===== config.mk =====
export PLATFORM = sky130hd
export DESIGN_NAME = obb_front
export DESIGN_NICKNAME = d
export VERILOG_FILES = /design/src/hdl/obb_pkg.sv /design/src/hdl/obb_front.sv
export SDC_FILE = /design/constraint.sdc
export NUM_CORES = 2
export LEC_CHECK = 0
export BUFFER_PORTS_ARGS = -buffer_cell sky130_fd_sc_hd__buf_2
export CAP_MARGIN = 20
export CORE_UTILIZATION = 45
export DETAILED_ROUTE_END_ITERATION = 7
export PLACE_DENSITY_LB_ADDON = 0.1
export RECOVER_POWER = 25
export SLEW_MARGIN = 30
export SYNTH_ARGS = -nofsm -noshare
export SYNTH_HDL_FRONTEND = slang
export SYNTH_SLANG_ARGS = --single-unit

===== constraint.sdc =====
create_clock -name clk -period 17.2 [get_ports clk]
set_input_delay 3.44 -clock clk [delete_from_list [all_inputs] [get_ports clk]]
set_output_delay 3.44 -clock clk [all_outputs]
set_load 0.02 [all_outputs]

===== src/hdl/obb_pkg.sv =====
// Shared types, widths and helper functions for the orthonormal basis builder.
// No dependencies; every other file imports this package.
package obb_pkg;

  localparam int FRACTION_BITS = 14;

  localparam int VAL_W  = 16;
  localparam int PROD_W = 2 * VAL_W;
  localparam int MAG_W  = PROD_W - 1;
  localparam int NUM_W  = PROD_W;
  // d = one + |z| needs room for both 2^FRACTION_BITS and 2^(VAL_W-1)
  localparam int D_W    = ((FRACTION_BITS > VAL_W - 1) ? FRACTION_BITS : VAL_W - 1) + 2;
  localparam int DEN_W  = D_W + 1;
  // quotient never exceeds 2^(2*(VAL_W-1) - FRACTION_BITS)
  localparam int QUO_W  = 2 * (VAL_W - 1) + 1 - FRACTION_BITS;
  localparam int REM_W  = DEN_W + QUO_W;
  localparam int RES_W  = 33;

  localparam logic [D_W-1:0] ONE_D = {{(D_W - 1){1'b0}}, 1'b1} << FRACTION_BITS;
  localparam logic signed [RES_W-1:0] ONE_RES =
    {{(RES_W - 1){1'b0}}, 1'b1} << FRACTION_BITS;
  localparam logic signed [RES_W-1:0] SAT_MAX = RES_W'(32767);
  localparam logic signed [RES_W-1:0] SAT_MIN = RES_W'(-32768);

  typedef struct packed {
    logic signed [VAL_W-1:0] normal_x;
    logic signed [VAL_W-1:0] normal_y;
    logic signed [VAL_W-1:0] normal_z;
  } in_item_t;

  typedef struct packed {
    logic signed [VAL_W-1:0] tangent_x;
    logic signed [VAL_W-1:0] tangent_y;
    logic signed [VAL_W-1:0] tangent_z;
    logic signed [VAL_W-1:0] bitangent_x;
    logic signed [VAL_W-1:0] bitangent_y;
    logic signed [VAL_W-1:0] bitangent_z;
  } out_item_t;

  typedef struct packed {
    logic                    z_neg;
    logic                    xy_neg;
    logic signed [VAL_W-1:0] x;
    logic signed [VAL_W-1:0] y;
  } side_t;

  typedef struct packed {
    logic [REM_W-1:0] rem;
    logic [QUO_W-1:0] quo;
  } div_lane_t;

  typedef struct packed {
    div_lane_t        xx;
    div_lane_t        yy;
    div_lane_t        xy;
    logic [DEN_W-1:0] den;
    side_t            side;
  } div_word_t;

  // one restoring-division step: shift in the next quotient bit
  function automatic div_lane_t div_step(div_lane_t a, logic [REM_W-1:0] den_sh);
    div_lane_t r;
    r     = a;
    r.quo = a.quo << 1;
    if (a.rem >= den_sh) begin
      r.rem    = a.rem - den_sh;
      r.quo[0] = 1'b1;
    end
    return r;
  endfunction

  function automatic logic signed [VAL_W-1:0] sat16(logic signed [RES_W-1:0] v);
    logic signed [RES_W-1:0] c;
    c = v;
    if (v > SAT_MAX) begin
      c = SAT_MAX;
    end else if (v < SAT_MIN) begin
      c = SAT_MIN;
    end
    return c[VAL_W-1:0];
  endfunction

endpackage


===== src/hdl/obb_front.sv =====
// Front end: products, |z| and the rounding numerators, two register stages.
// Depends on obb_pkg.
module obb_front
  import obb_pkg::*;
(
  input  logic      clk,
  input  logic      rst,
  input  logic      in_valid,
  output logic      in_ready,
  input  in_item_t  in_data,
  output logic      out_valid,
  input  logic      out_ready,
  output div_word_t out_data
);

  logic                     a_valid;
  logic [MAG_W-1:0]         a_xx;
  logic [MAG_W-1:0]         a_yy;
  logic signed [PROD_W-1:0] a_xy;
  logic [D_W-1:0]           a_d;
  logic                     a_z_neg;
  logic signed [VAL_W-1:0]  a_x;
  logic signed [VAL_W-1:0]  a_y;

  logic                     a_ready;
  logic                     b_ready;

  logic signed [PROD_W-1:0] prod_xx;
  logic signed [PROD_W-1:0] prod_yy;
  logic signed [PROD_W-1:0] prod_xy;
  logic signed [VAL_W:0]    z_ext;
  logic [VAL_W:0]           abs_z;
  logic [D_W-1:0]           d_val;

  logic [PROD_W-1:0]        xy_abs;
  logic [NUM_W-1:0]         num_xx;
  logic [NUM_W-1:0]         num_yy;
  logic [NUM_W-1:0]         num_xy;
  div_word_t                b_next;

  assign b_ready  = !out_valid || out_ready;
  assign a_ready  = !a_valid || b_ready;
  assign in_ready = a_ready;

  always_comb begin
    prod_xx = PROD_W'(in_data.normal_x) * PROD_W'(in_data.normal_x);
    prod_yy = PROD_W'(in_data.normal_y) * PROD_W'(in_data.normal_y);
    prod_xy = PROD_W'(in_data.normal_x) * PROD_W'(in_data.normal_y);
    z_ext   = {in_data.normal_z[VAL_W-1], in_data.normal_z};
    abs_z   = (z_ext < 0) ? $unsigned(-z_ext) : $unsigned(z_ext);
    d_val   = ONE_D + D_W'(abs_z);
  end

  always_ff @(posedge clk) begin
    if (rst) begin
      a_valid <= 1'b0;
    end else if (a_ready) begin
      a_valid <= in_valid;
    end
  end

  always_ff @(posedge clk) begin
    if (a_ready && in_valid) begin
      a_xx    <= prod_xx[MAG_W-1:0];
      a_yy    <= prod_yy[MAG_W-1:0];
      a_xy    <= prod_xy;
      a_d     <= d_val;
      a_z_neg <= in_data.normal_z[VAL_W-1];
      a_x     <= in_data.normal_x;
      a_y     <= in_data.normal_y;
    end
  end

  // round to nearest, ties away: (2*|p| + d) / (2*d)
  always_comb begin
    xy_abs = (a_xy < 0) ? $unsigned(-a_xy) : $unsigned(a_xy);
    num_xx = {a_xx, 1'b0} + NUM_W'(a_d);
    num_yy = {a_yy, 1'b0} + NUM_W'(a_d);
    num_xy = {xy_abs[MAG_W-1:0], 1'b0} + NUM_W'(a_d);

    b_next             = '0;
    b_next.xx.rem      = REM_W'(num_xx);
    b_next.yy.rem      = REM_W'(num_yy);
    b_next.xy.rem      = REM_W'(num_xy);
    b_next.den         = {a_d, 1'b0};
    b_next.side.z_neg  = a_z_neg;
    b_next.side.xy_neg = a_xy < 0;
    b_next.side.x      = a_x;
    b_next.side.y      = a_y;
  end

  always_ff @(posedge clk) begin
    if (rst) begin
      out_valid <= 1'b0;
    end else if (b_ready) begin
      out_valid <= a_valid;
    end
  end

  always_ff @(posedge clk) begin
    if (b_ready && a_valid) begin
      out_data <= b_next;
    end
  end

endmodule


==> out/metrics.cfg <==
[sta]
min_period_over_period_pct = 70.4
hold_violations = 0
min_period_ns = 12.12
rsz0062_at_grt = false
fin_tns_setup_ns = 0
skew_ns = 0.0179
worst_pin_slew_ns = 2.22
drv_slew = 848
relSlewSlack_pct = -47.7
max_freq_mhz = 82.5
finalSetupViolCount = 0

[route]
drc = 0
first_pass_iters = 5
wl_per_cell_um = 17.2
vias = 26300
ant_nets = 0
drt_iter0_markers = 1269
viasPerCell = 5.00
routed_wl_um = 90400

[worst_setup_path]
r2r_cells = 12
cp_max_fo = 31
end_kind = flip-flop
crit_arrival_ns = 12.42
path_class = in -> reg
critPathLaunchType = primary input
crit_required_ns = 17.51
setup.worst_path.start = in_data[47]
reg2reg_from = a_xy[31]$_DFFE_PP_

[final_layout]
mostFrequentLayoutCell = inv_1
layout.nets = 5153
fillers = 8407
layout_common_cells = inv_1, fa_1, nand2_1
area_delta_synth_final_pct = 7.40
drive_above_1_share_pct = 6.80

[clocking]
worstSkewPairLatency_ns = 0.57
tritoncts = done
cts_max_path_buffers = 3
cts-root-buf = clkbuf_16
cts_resized = 0
cts_made_buffers = 36
post_cts_buffers = 0
hold_buffers = 0
htree_levels = 2
path_clk_slew_ns = 0.07
cts.sinks = 286

[synthesis]
synth_area_leaders = fa_1, edfxtp_1, ha_1
synthCells = 3939
ys_seq_area_share_pct = 21.4
syn-cell-area_um2 = 40100
synth_largest_area_cell = fa_1
synth_cell_type_count = 86
yosys_warnings = 0
ys_async_sr_fraction_pct = 0
synth_top_area_share_pct = 35.9
synth_ff_type = edfxtp_1
synth_edf_count = 284
avgSynthCellArea_um2 = 10.2
ys_ff_latch = 286

[grt]
grt_usage_pct = 21.3
antenna_found_initial = 2
grt-ovfl-total = 0
grt_pass1_vias = 27600
grt_pass1_wl_um = 149000
grt_max_degree = 63

[worst_hold_path]
hold_class = reg -> reg
min_from = a_y[12]$_DFFE_PP_
hold_depth = 0

[die]
start_util_pct = 45.4
core_um2 = 88200
die_area_um2 = 90300
die_x_um = 300
rows = 109
pin_count = 262
die_y_um = 300

[outcome]
violations = capacitance limit, slew limit
status = finished with violations

[placed_design]
dp_hpwl_um = 70000
port_buffers = 200
finalWeightedCongestion = 0.826

[flow_run]
cap_violations = 28

-- logic make-up (layout without fill, tap and decap cells) --
| group | count (synthesis) | in the layout | share of synthesized area [%] |
|---|---|---|---|
| buffers and inverters | 1134 | 1238 | 11.3 |
| adders and majority gates | 1026 | 1026 | 45.5 |
| and+or+nand+nor | 889 | 889 | 10.4 |
| AOI/OAI and AO/OA | 366 | 366 | 6.21 |
| DFF | 286 | 286 | 21.4 |
| xor gates and xnor gates | 235 | 235 | 5.15 |
| muxes | 2 | 2 | 0.0562 |
| other | 1 | 63 | 0.00936 |
-- cell usage after synthesis, types with 69 or more instances --
library cell and instances:
clkbuf_1 104, nand2_1 327, a21oi_1 93, inv_1 942, xnor2_1 165, ha_1 307
nor2_1 232, and2_1 138, o21ai_0 74, edfxtp_1 284, fa_1 719, xor2_1 69
-- worst max-delay path, stage by stage --
cell and delay (ns):
buf_2 0.07, clkbuf_1 1.20, clkinv_1 1.19, nor2_1 0.53, fa_1 0.61, fa_1 0.58
fa_1 0.46, fa_1 0.46, fa_1 0.51, inv_1 0.05, fa_1 0.47, inv_1 0.04
ha_1 0.35, a21oi_1 0.23, nand2_1 0.11, a2111oi_0 0.87, a211oi_1 0.24, a221oi_1 0.44
a21oi_1 0.17, a21oi_1 0.18, o21bai_1 0.09, xnor2_1 0.12
-- cell type report --
class                      instances  area (um^2)  share of cell area (%)
multi-input combinational       2579        27200                    63.2
sequential                       286         8570                    19.9
inverter                         952         3570                    8.30
tap                             1165         1460                    3.39
timing repair buffer             220         1070                    2.50
clock buffer                      43          948                    2.20
clock inverter                    23          204                   0.474
antenna                            2         5.00                  0.0116
-- through the flow --
step	std cells	setup WS [ns]	utilization, %	instance area [um^2]	hold WS (ns)
2_1_floorplan	3999	6.65	-	40300	0.400
3_3_place_gp	5202	6.10	47.6	42000	0.401
3_5_place_dp	5202	6.03	47.6	42000	0.405
4_1_cts	5268	6.60	48.9	43100	0.414
5_1_grt	5269	4.51	48.8	43000	0.418
6_report	5270	5.08	48.8	43000	0.406
-- state kept, by name (all words and copies together) (netlist names) --
signal,count
a_xy,32
a_valid,1
a_xx,30
a_y,15
out_data,144
out_valid,1
a_yy,30
a_z_neg,1
a_d,17
a_x,15
-- final timing paths --
| check | endpoint | slack (ns) |
|---|---|---|
| worst max-delay path | a_xx[30]$_DFFE_PP_ | 5.08 |
| worst min-delay path | out_data[12]$_DFFE_PP_ | 0.41 |
| worst min register to register | out_data[12]$_DFFE_PP_ | 0.41 |
| worst max register to register | out_data[97]$_DFFE_PP_ | 11.65 |
-- layer usage --
metal  share of wire [%]  wire length, um  vias up  GRT usage (%)
met5               0.014               13        -              0
met1                  44            39600    13500           28.7
met4                 2.3             2070        2           5.08
met2                  49            44600      482           36.4
li1                    -                -    12300              -
met3                 4.4             4020       76           2.71
Power is not shown: default switching activity piles up to over one toggle a cycle in this logic, so the estimate is an artifact.
