## config.mk

```make
export PLATFORM = sky130hd
export DESIGN_NAME = obb_back
export DESIGN_NICKNAME = d
export VERILOG_FILES = /design/src/hdl/obb_pkg.sv /design/src/hdl/obb_back.sv
export SDC_FILE = /design/constraint.sdc
export NUM_CORES = 1
export LEC_CHECK = 0
export ABC_CLOCK_PERIOD_IN_PS = 3500
export BUFFER_PORTS_ARGS = -buffer_cell sky130_fd_sc_hd__buf_2
export CELL_PAD_IN_SITES_DETAIL_PLACEMENT = 0
export CELL_PAD_IN_SITES_GLOBAL_PLACEMENT = 2
export CORE_MARGIN = 4
export CORE_UTILIZATION = 25
export CTS_CLUSTER_SIZE = 16
export DETAILED_ROUTE_END_ITERATION = 7
export PLACE_DENSITY_LB_ADDON = 0.1
export SETUP_SLACK_MARGIN = 0.2
export SYNTH_ARGS = -nofsm -noshare
export SYNTH_HDL_FRONTEND = slang
export SYNTH_SLANG_ARGS = --single-unit
export TNS_END_PERCENT = 100
```

## constraint.sdc

```tcl
create_clock -name clk -period 3.5 [get_ports clk]
set_input_delay 0.175 -clock clk [delete_from_list [all_inputs] [get_ports clk]]
set_output_delay 0.175 -clock clk [all_outputs]
set_load 0.02 [all_outputs]
```

## src/hdl/obb_pkg.sv

```systemverilog
// Shared types, widths and helper functions for the orthonormal basis builder.
// No dependencies; every other file imports this package.
package obb_pkg;

  localparam int FRACTION_BITS = 14;

  localparam int VAL_W  = 16;
  localparam int PROD_W = 2 * VAL_W;
  localparam int MAG_W  = PROD_W - 1;
  localparam int NUM_W  = PROD_W;
  // d = one + |z| needs room for both 2^FRACTION_BITS and 2^(VAL_W-1)
  localparam int D_W    = ((FRACTION_BITS > VAL_W - 1) ? FRACTION_BITS : VAL_W - 1) + 2;
  localparam int DEN_W  = D_W + 1;
  // quotient never exceeds 2^(2*(VAL_W-1) - FRACTION_BITS)
  localparam int QUO_W  = 2 * (VAL_W - 1) + 1 - FRACTION_BITS;
  localparam int REM_W  = DEN_W + QUO_W;
  localparam int RES_W  = 33;

  localparam logic [D_W-1:0] ONE_D = {{(D_W - 1){1'b0}}, 1'b1} << FRACTION_BITS;
  localparam logic signed [RES_W-1:0] ONE_RES =
    {{(RES_W - 1){1'b0}}, 1'b1} << FRACTION_BITS;
  localparam logic signed [RES_W-1:0] SAT_MAX = RES_W'(32767);
  localparam logic signed [RES_W-1:0] SAT_MIN = RES_W'(-32768);

  typedef struct packed {
    logic signed [VAL_W-1:0] normal_x;
    logic signed [VAL_W-1:0] normal_y;
    logic signed [VAL_W-1:0] normal_z;
  } in_item_t;

  typedef struct packed {
    logic signed [VAL_W-1:0] tangent_x;
    logic signed [VAL_W-1:0] tangent_y;
    logic signed [VAL_W-1:0] tangent_z;
    logic signed [VAL_W-1:0] bitangent_x;
    logic signed [VAL_W-1:0] bitangent_y;
    logic signed [VAL_W-1:0] bitangent_z;
  } out_item_t;

  typedef struct packed {
    logic                    z_neg;
    logic                    xy_neg;
    logic signed [VAL_W-1:0] x;
    logic signed [VAL_W-1:0] y;
  } side_t;

  typedef struct packed {
    logic [REM_W-1:0] rem;
    logic [QUO_W-1:0] quo;
  } div_lane_t;

  typedef struct packed {
    div_lane_t        xx;
    div_lane_t        yy;
    div_lane_t        xy;
    logic [DEN_W-1:0] den;
    side_t            side;
  } div_word_t;

  // one restoring-division step: shift in the next quotient bit
  function automatic div_lane_t div_step(div_lane_t a, logic [REM_W-1:0] den_sh);
    div_lane_t r;
    r     = a;
    r.quo = a.quo << 1;
    if (a.rem >= den_sh) begin
      r.rem    = a.rem - den_sh;
      r.quo[0] = 1'b1;
    end
    return r;
  endfunction

  function automatic logic signed [VAL_W-1:0] sat16(logic signed [RES_W-1:0] v);
    logic signed [RES_W-1:0] c;
    c = v;
    if (v > SAT_MAX) begin
      c = SAT_MAX;
    end else if (v < SAT_MIN) begin
      c = SAT_MIN;
    end
    return c[VAL_W-1:0];
  endfunction

endpackage

```

## src/hdl/obb_back.sv

```systemverilog
// Output stage: apply signs, pick the z-sign branch, saturate, register result.
// Depends on obb_pkg.
module obb_back
  import obb_pkg::*;
(
  input  logic      clk,
  input  logic      rst,
  input  logic      in_valid,
  output logic      in_ready,
  input  div_word_t in_data,
  output logic      out_valid,
  input  logic      out_ready,
  output out_item_t out_data
);

  logic signed [RES_W-1:0] xxa;
  logic signed [RES_W-1:0] yya;
  logic signed [RES_W-1:0] xya;
  logic signed [RES_W-1:0] xya_s;
  logic signed [RES_W-1:0] x_ext;
  logic signed [RES_W-1:0] y_ext;
  out_item_t               res;

  assign in_ready = !out_valid || out_ready;

  always_comb begin
    xxa   = $signed({{(RES_W - QUO_W){1'b0}}, in_data.xx.quo});
    yya   = $signed({{(RES_W - QUO_W){1'b0}}, in_data.yy.quo});
    xya   = $signed({{(RES_W - QUO_W){1'b0}}, in_data.xy.quo});
    xya_s = in_data.side.xy_neg ? -xya : xya;
    x_ext = RES_W'(in_data.side.x);
    y_ext = RES_W'(in_data.side.y);

    res.tangent_x   = sat16(ONE_RES - xxa);
    res.tangent_y   = sat16(-xya_s);
    res.bitangent_z = sat16(-y_ext);
    if (in_data.side.z_neg) begin
      res.tangent_z   = sat16(x_ext);
      res.bitangent_x = sat16(xya_s);
      res.bitangent_y = sat16(yya - ONE_RES);
    end else begin
      res.tangent_z   = sat16(-x_ext);
      res.bitangent_x = sat16(-xya_s);
      res.bitangent_y = sat16(ONE_RES - yya);
    end
  end

  always_ff @(posedge clk) begin
    if (rst) begin
      out_valid <= 1'b0;
    end else if (in_ready) begin
      out_valid <= in_valid;
    end
  end

  always_ff @(posedge clk) begin
    if (in_ready && in_valid) begin
      out_data <= res;
    end
  end

endmodule

```

==> run metrics, run 1 <==
Rel. slew slack=between 40% and 50%; IO buf count=186; Die Area=between 0.03 and 0.04 mm^2; reg2reg end=out_data[37]; global-route wire length before repair=37,300 um; Async SR Flop Fraction=0%; status=finished, final reports clean; Post-Syn Area=between 0.007 and 0.008 mm^2; IO Count=310; final clock skew=0.0146 ns; Max Slew Vio Count=0; fraction of the cycle the final worst path needs=88.4%; Placed Area=0.00900 mm^2; Slew @ Worst Pin=~0.79 ns; Clk Latency, worst-skew pair=0.35 ns; crit path DAT=~3.2 ns; clock root buffer=clkbuf_16; CP max stage cell=xnor2_1; CP max stage delay=between 0.4 and 0.5 ns; clk slew on worst S/H paths=0.09 ns; leading cell type in the layout, fill and taps excluded=buf_2; main combinational cell family by area after synthesis=compound AO/OA/AOI/OAI gates; core area=0.0277 mm^2; ANT nets after route=0; cts bufs inserted=9; top cells by area, synth=edfxtp_1, o21ai_0, xnor2_1; Synth Area in Compound Gates=22.0%; top cell type's share of synthesized area=41.1%; critical-path cell list=buf_2 > inv_1 > ha_1 > nor3b_2 > buf_4 > a21o_2 > xnor2_1 > nor3_2 > buf_4 > buf_4 > nor2b_1 > a41oi_1 > buf_4 > a31oi_1 > buf_4 > a21oi_1 > o21ai_0 > a221oi_2; sequential share of the synthesized area=between 40% and 50%; DRC=0; Final Hold Fails=0; commonest cells after routing, fill and taps aside=buf_2, edfxtp_1, buf_4; Area Overhead vs Synth=33.3%; share of layout cells above drive strength 1=approximately a third; total grt overflow=0; vias in the first global route=roughly 6,700; Tmin final=3.09 ns; DP Worst Slack=-0.0167 ns; Global Route Usage Sum=roughly 15%; Worst VDD drop=0.197 mV; drt total wl=23,400 um; Post-Syn Instances=753; hold depth=3; syn_area_per_cell=9.32 um^2; EDFF count, synth=between 90 and 100; RSZ-0062 raised after global routing=true; largest net degree at the start of global routing=55; via count=6,638; Nets=between 1,000 and 1,500; HP Class=in -> reg; power per cell area=358 mW/mm^2; flops & latches, synth=between 90 and 100; Synth Area in XOR/XNOR=7.35%; Yosys top cell by area=edfxtp_1; Max-Cap Viols=0; worst setup path class=in -> reg; Die Ht=176 um; Top FF cell, synth=edfxtp_1; final setup margin=around 0.41 ns; maximum root-to-sink buffer count=2; hold_sp=in_valid; CTS Sinks=97; initial antenna violation count=0; most numerous cell on the critical path=buf_4; drt pass-1 iters=4; Worst setup SP type=input pin; DP HPWL=18,100 um; area share of fa/ha/maj cells after synthesis=under 10%; Die X=176 um; fmax=323 MHz; initial DRC count=322; mux cell area share after synthesis=0.606%; Final Cell Area=0.00935 mm^2; Design Power=3.35 mW; Warnings, synthesis=0; worst reg-to-reg setup slack=1.71 ns; r2r startpoint=out_valid; Worst Reg-to-Reg Cells=3; leakage dissipation=3.76 nW; FP Rows=~60; Avg WL per Cell=16.8 um; CP endpoint kind=register; Syn Nets=984; worst-path maximum fanout=6; Initial Util=25.3%; H-tree depth=3; Synth Area in Simple Gates=20.4%; Finished Core Util=33.8%; vias per cell=roughly 4.8; Worst EP required=3.59 ns; setup tns final=0 ns; Synth cell types=82; diode count=0; Placer Congestion=0.763; Worst Hold End=out_valid; final setup vio count=0; CTS tree=yes
==> Yosys cell counts (14+ instances only) <==
cell type and count:
a21oi_1 42, xnor2_1 35, a21o_1 14, clkbuf_1 19, nand2_1 59, nor2_1 69
nand3_1 15, o21ai_0 71, edfxtp_1 96, inv_1 39, nor3_1 34, ha_1 19
or3_1 16, nand4_1 14, xor2_1 22
==> state kept, by name, summed over array words and instances (netlist names) <==
signal and cells:
out_valid 1, out_data 96
==> layer usage <==
| layer | GRT usage (%) | vias to the layer above | part of all wire, % |
|---|---|---|---|
| li1 | - | 3360 | - |
| met3 | 2.50 | 14 | 3.6 |
| met1 | 20.2 | 3140 | 47 |
| met5 | 0 | - | 0 |
| met4 | 2.73 | 0 | 0.97 |
| met2 | 25.6 | 124 | 48 |
==> how the worst max path moves through the flow <==
stage,start,end,slack (ns)
floorplan,in_data[52],out_data[45],0.21
global placement,in_data[52],out_data[38],0.01
detailed placement,in_data[52],out_data[43],-0.02
CTS,in_data[52],out_data[43],0.33
global route,in_data[52],out_data[45],0.16
finish,in_data[52],out_data[37],0.41
==> power by group <==
group          internal (mW)  switching [mW]  total (mW)  leakage (nW)
clock                  0.514           0.532        1.05         0.151
combinational          0.340           0.549       0.889          2.68
sequential              1.39          0.0215        1.41         0.929
total                   2.25            1.10        3.35          3.76
==> through the flow <==
step | instances | hold slack [ns]
final | 1396 | 0.0465
after global routing | 1396 | 0.0531
after CTS | 1396 | 0.0290
after detailed placement | 1379 | 0.334
after global placement | 1379 | 0.333
after floorplan | 753 | 0.244
==> timing repair <==
item,CTS,global route
endpoints found under the setup margin,0,19
gates resized for setup,0,9
hold buffers,1,0
hold endpoints to repair,1,0
setup buffers,0,0
==> cells by family (layout without fill, tap and decap cells) <==
family	Yosys count	count (layout)
AND/OR/NAND/NOR	274	274
AO/OA/AOI/OAI	225	225
flip-flops	97	97
buffers and inverters	75	340
XOR/XNOR	58	58
adder cells (fa/ha/maj)	20	20
multiplexers	4	4
==> area by class of cell <==
class	count	area, um^2
multi-input cells	581	3820
repair buffers	284	1690
fillers	2986	18400
clock inverters	7	83.8
flip-flops and latches	97	2900
clock buffers	9	225
inverters	40	150
well taps	378	473
==> worst max-delay path, delay by kind of cell <==
family / cells / cell delay [ns]
fa+ha+maj: 1 / 0.21
simple gates: 3 / 0.39
xor+xnor: 1 / 0.46
buf+inv: 7 / 1.02
compound gates: 6 / 0.92
No activity file was read; power rests on OpenSTA's default activity.
==> run 2, diff against run 1 <==
Settings changed: ABC_CLOCK_PERIOD_IN_PS 3500 to 2900, CORE_UTILIZATION 25 to 27, PLACE_DENSITY from default to 0.88, PLACE_DENSITY_LB_ADDON 0.1 to default.
Clock period 3.5 ns to 2.9 ns, I/O delays scaled along.
==> run metrics, run 2 (synthesis gave the netlist of run 1 again) <==
status=complete, but fails checks; violated checks=negative setup slack; DRC=0 (unchanged); Seq. cell area=0.00290 mm^2 (unchanged); Die X=169 um (-3.6%); Max Slew Vio Count=0 (unchanged); Nets=1,318 (+5.9%); Initial Util=27.6% (+2.3 points); via count=7,072 (+6.5%); cts bufs inserted=9 (unchanged); FP Rows=58 (-4.9%); Rel. slew slack=34.6% (-13 points); CP max stage cell=or4_4; Worst setup SP type=input pin; CP max stage delay=0.53 ns (+0.07 ns); Clk Latency, worst-skew pair=0.35 ns (about the same); power per cell area=411 mW/mm^2 (+15%); clk slew on worst S/H paths=0.07 ns (-0.02 ns); Worst Reg-to-Reg Cells=3 (unchanged); Design Power=4.25 mW (+27%); Die Ht=169 um (-3.6%); r2r startpoint=out_valid; Slew @ Worst Pin=0.977 ns (+0.188 ns); fraction of the cycle the final worst path needs=101%; vias per cell=4.97 (+4.6%); Global Route Usage Sum=15.1% (+0.082 points); maximum root-to-sink buffer count=2 (unchanged); clock root buffer=clkbuf_16; fmax=343 MHz; max FFs per register=96 (unchanged); largest net degree at the start of global routing=51 (-7.3%); leakage dissipation=4.25 nW (+13%); Tmin final=2.92 ns; RSZ-0062 raised after global routing=true; Worst VDD drop=0.299 mV (+52%); initial DRC count=429 (+33%); worst setup path class=in -> reg; reg2reg end=out_data[13]; drt pass-1 iters=5 (+1); fill cell count=2,542 (-15%); cell depth of the worst setup path=12 (-6); diode count=0 (unchanged); Die Area=0.0286 mm^2 (-7.1%); final setup margin=-0.0155 ns (-0.423 ns); CP endpoint kind=register; leading cell type in the layout, fill and taps excluded=buf_2; Worst Hold End=out_valid; Largest regs=out_data (96), out_valid (1); IO Count=310 (unchanged); initial antenna violation count=0 (unchanged); DP Worst Slack=-0.459 ns (-0.443 ns); hold_sp=in_valid; core area=0.0254 mm^2 (-8.3%); critical-path cell list=buf_8 > buf_4 > nor4_4 > buf_4 > nand3_1 > or4_4 > and2_4 > or4_4 > o21ai_4 > a31o_1 > and2_4 > a221oi_2; critical path buffer and inverter count=3 (-4); global-route wire length before repair=35,200 um (-5.4%); hold depth=3 (unchanged); CTS Sinks=97 (unchanged); share of layout cells above drive strength 1=42.7% (+9.3 points); Cells after DPL=1,386 (+0.51%); Final Cell Area=0.0103 mm^2 (+11%); Placed Area=0.00956 mm^2 (+6.2%); Worst EP required=2.95 ns (-0.64 ns); vias in the first global route=6,800 (+1.2%); ANT nets after route=0 (unchanged); Avg WL per Cell=15.9 um (-5.4%); total grt overflow=0 (unchanged); H-tree depth=3 (unchanged); area of the multi-input gates=0.00424 mm^2 (+11%); DP HPWL=17,300 um (-4.0%); final clock skew=0.00712 ns (-0.00747 ns); Hold Slack=0.0338 ns (-0.0128 ns); final setup vio count=7 (+7); Area Overhead vs Synth=47.4%; drt total wl=22,600 um (-3.6%); worst-path maximum fanout=7 (+1); commonest cells after routing, fill and taps aside=buf_2, buf_4, edfxtp_1; Placer Congestion=0.845 (+11%); Max-Cap Viols=0 (unchanged); crit path DAT=2.97 ns (-0.21 ns); worst reg-to-reg setup slack=1.30 ns (-0.41 ns); HP Class=in -> reg; Final Hold Fails=0 (unchanged); register name with the most flops=out_data; Final Non-Filler Cells=1,422 (+1.9%); IO buf count=186 (unchanged); CP top delay family=simple AND/OR/NAND/NOR gates; CTS tree=yes
[run 2: cell types whose count changed in the layout (fill, tap and decap cells not counted), moves of 4 or more]
cell / change
a221oi_1: -6
a221oi_2: +6
and2_1: -4
and2_4: +5
buf_4: +63
buf_6: +7
inv_6: +4
nor3_1: -6
nor3_2: +5
o21ai_0: -4
xnor2_1: -5
xnor2_2: +5
[run 2: area by class of cell]
type / instances / share of cell area (%)
inverters: 40 / 1.50
repair buffers: 356 / 22.3
multi-input cells: 583 / 40.9
well taps: 330 / 3.99
flip-flops and latches: 97 / 28.1
clock buffers: 9 / 2.18
clock inverters: 7 / 0.980
[run 2: worst max-delay path by stage]
stage	slack, ns	startpoint	to
final	-0.02	in_data[52]	out_data[45]
after global routing	-0.06	in_data[52]	out_data[35]
after detailed placement	-0.46	in_data[52]	out_data[35]
after global placement	-0.39	in_data[52]	out_data[35]
after floorplan	-0.16	in_data[52]	out_data[45]
after CTS	0.10	in_data[53]	out_data[35]
[run 2: per-layer routing]
| layer | vias to the layer above | GRT usage [%] | routed length, um |
|---|---|---|---|
| met5 | - | 0 | 0 |
| met4 | 0 | 4.06 | 306 |
| met3 | 22 | 2.75 | 1380 |
| met2 | 228 | 26.5 | 11100 |
| met1 | 3314 | 19.1 | 9810 |
| li1 | 3508 | - | - |
[run 2: worst register-to-register path: stages (launching register included)]
cell and delay, ns:
dfxtp_1 0.33, nand2b_1 0.14, and2_4 0.35, buf_4 0.43
[run 2: report_power, final]
group | switching (mW) | leakage (nW) | internal, mW | total, mW
Combinational | 0.711 | 3.16 | 0.510 | 1.22
Sequential | 0.0280 | 0.929 | 1.68 | 1.71
Clock | 0.552 | 0.153 | 0.765 | 1.32
[run 2: through the flow]
step,util (%),TNS (ns)
final,40.7,-0.0627
after global routing,40.7,-0.361
after CTS,40.2,0
after detailed placement,37.6,-8.72
after global placement,37.6,-7.65
after floorplan,-,-1.47
[run 2: what timing repair did]
| action | 4_1_cts | 5_1_grt |
|---|---|---|
| gates cloned | 2 | 0 |
| hold buffers | 1 | 0 |
| setup buffers | 13 | 4 |
| endpoints found under the hold margin | 1 | 0 |
| endpoints found under the setup margin | 27 | 46 |
| pin swaps | 25 | 14 |
| resized for setup | 43 | 21 |
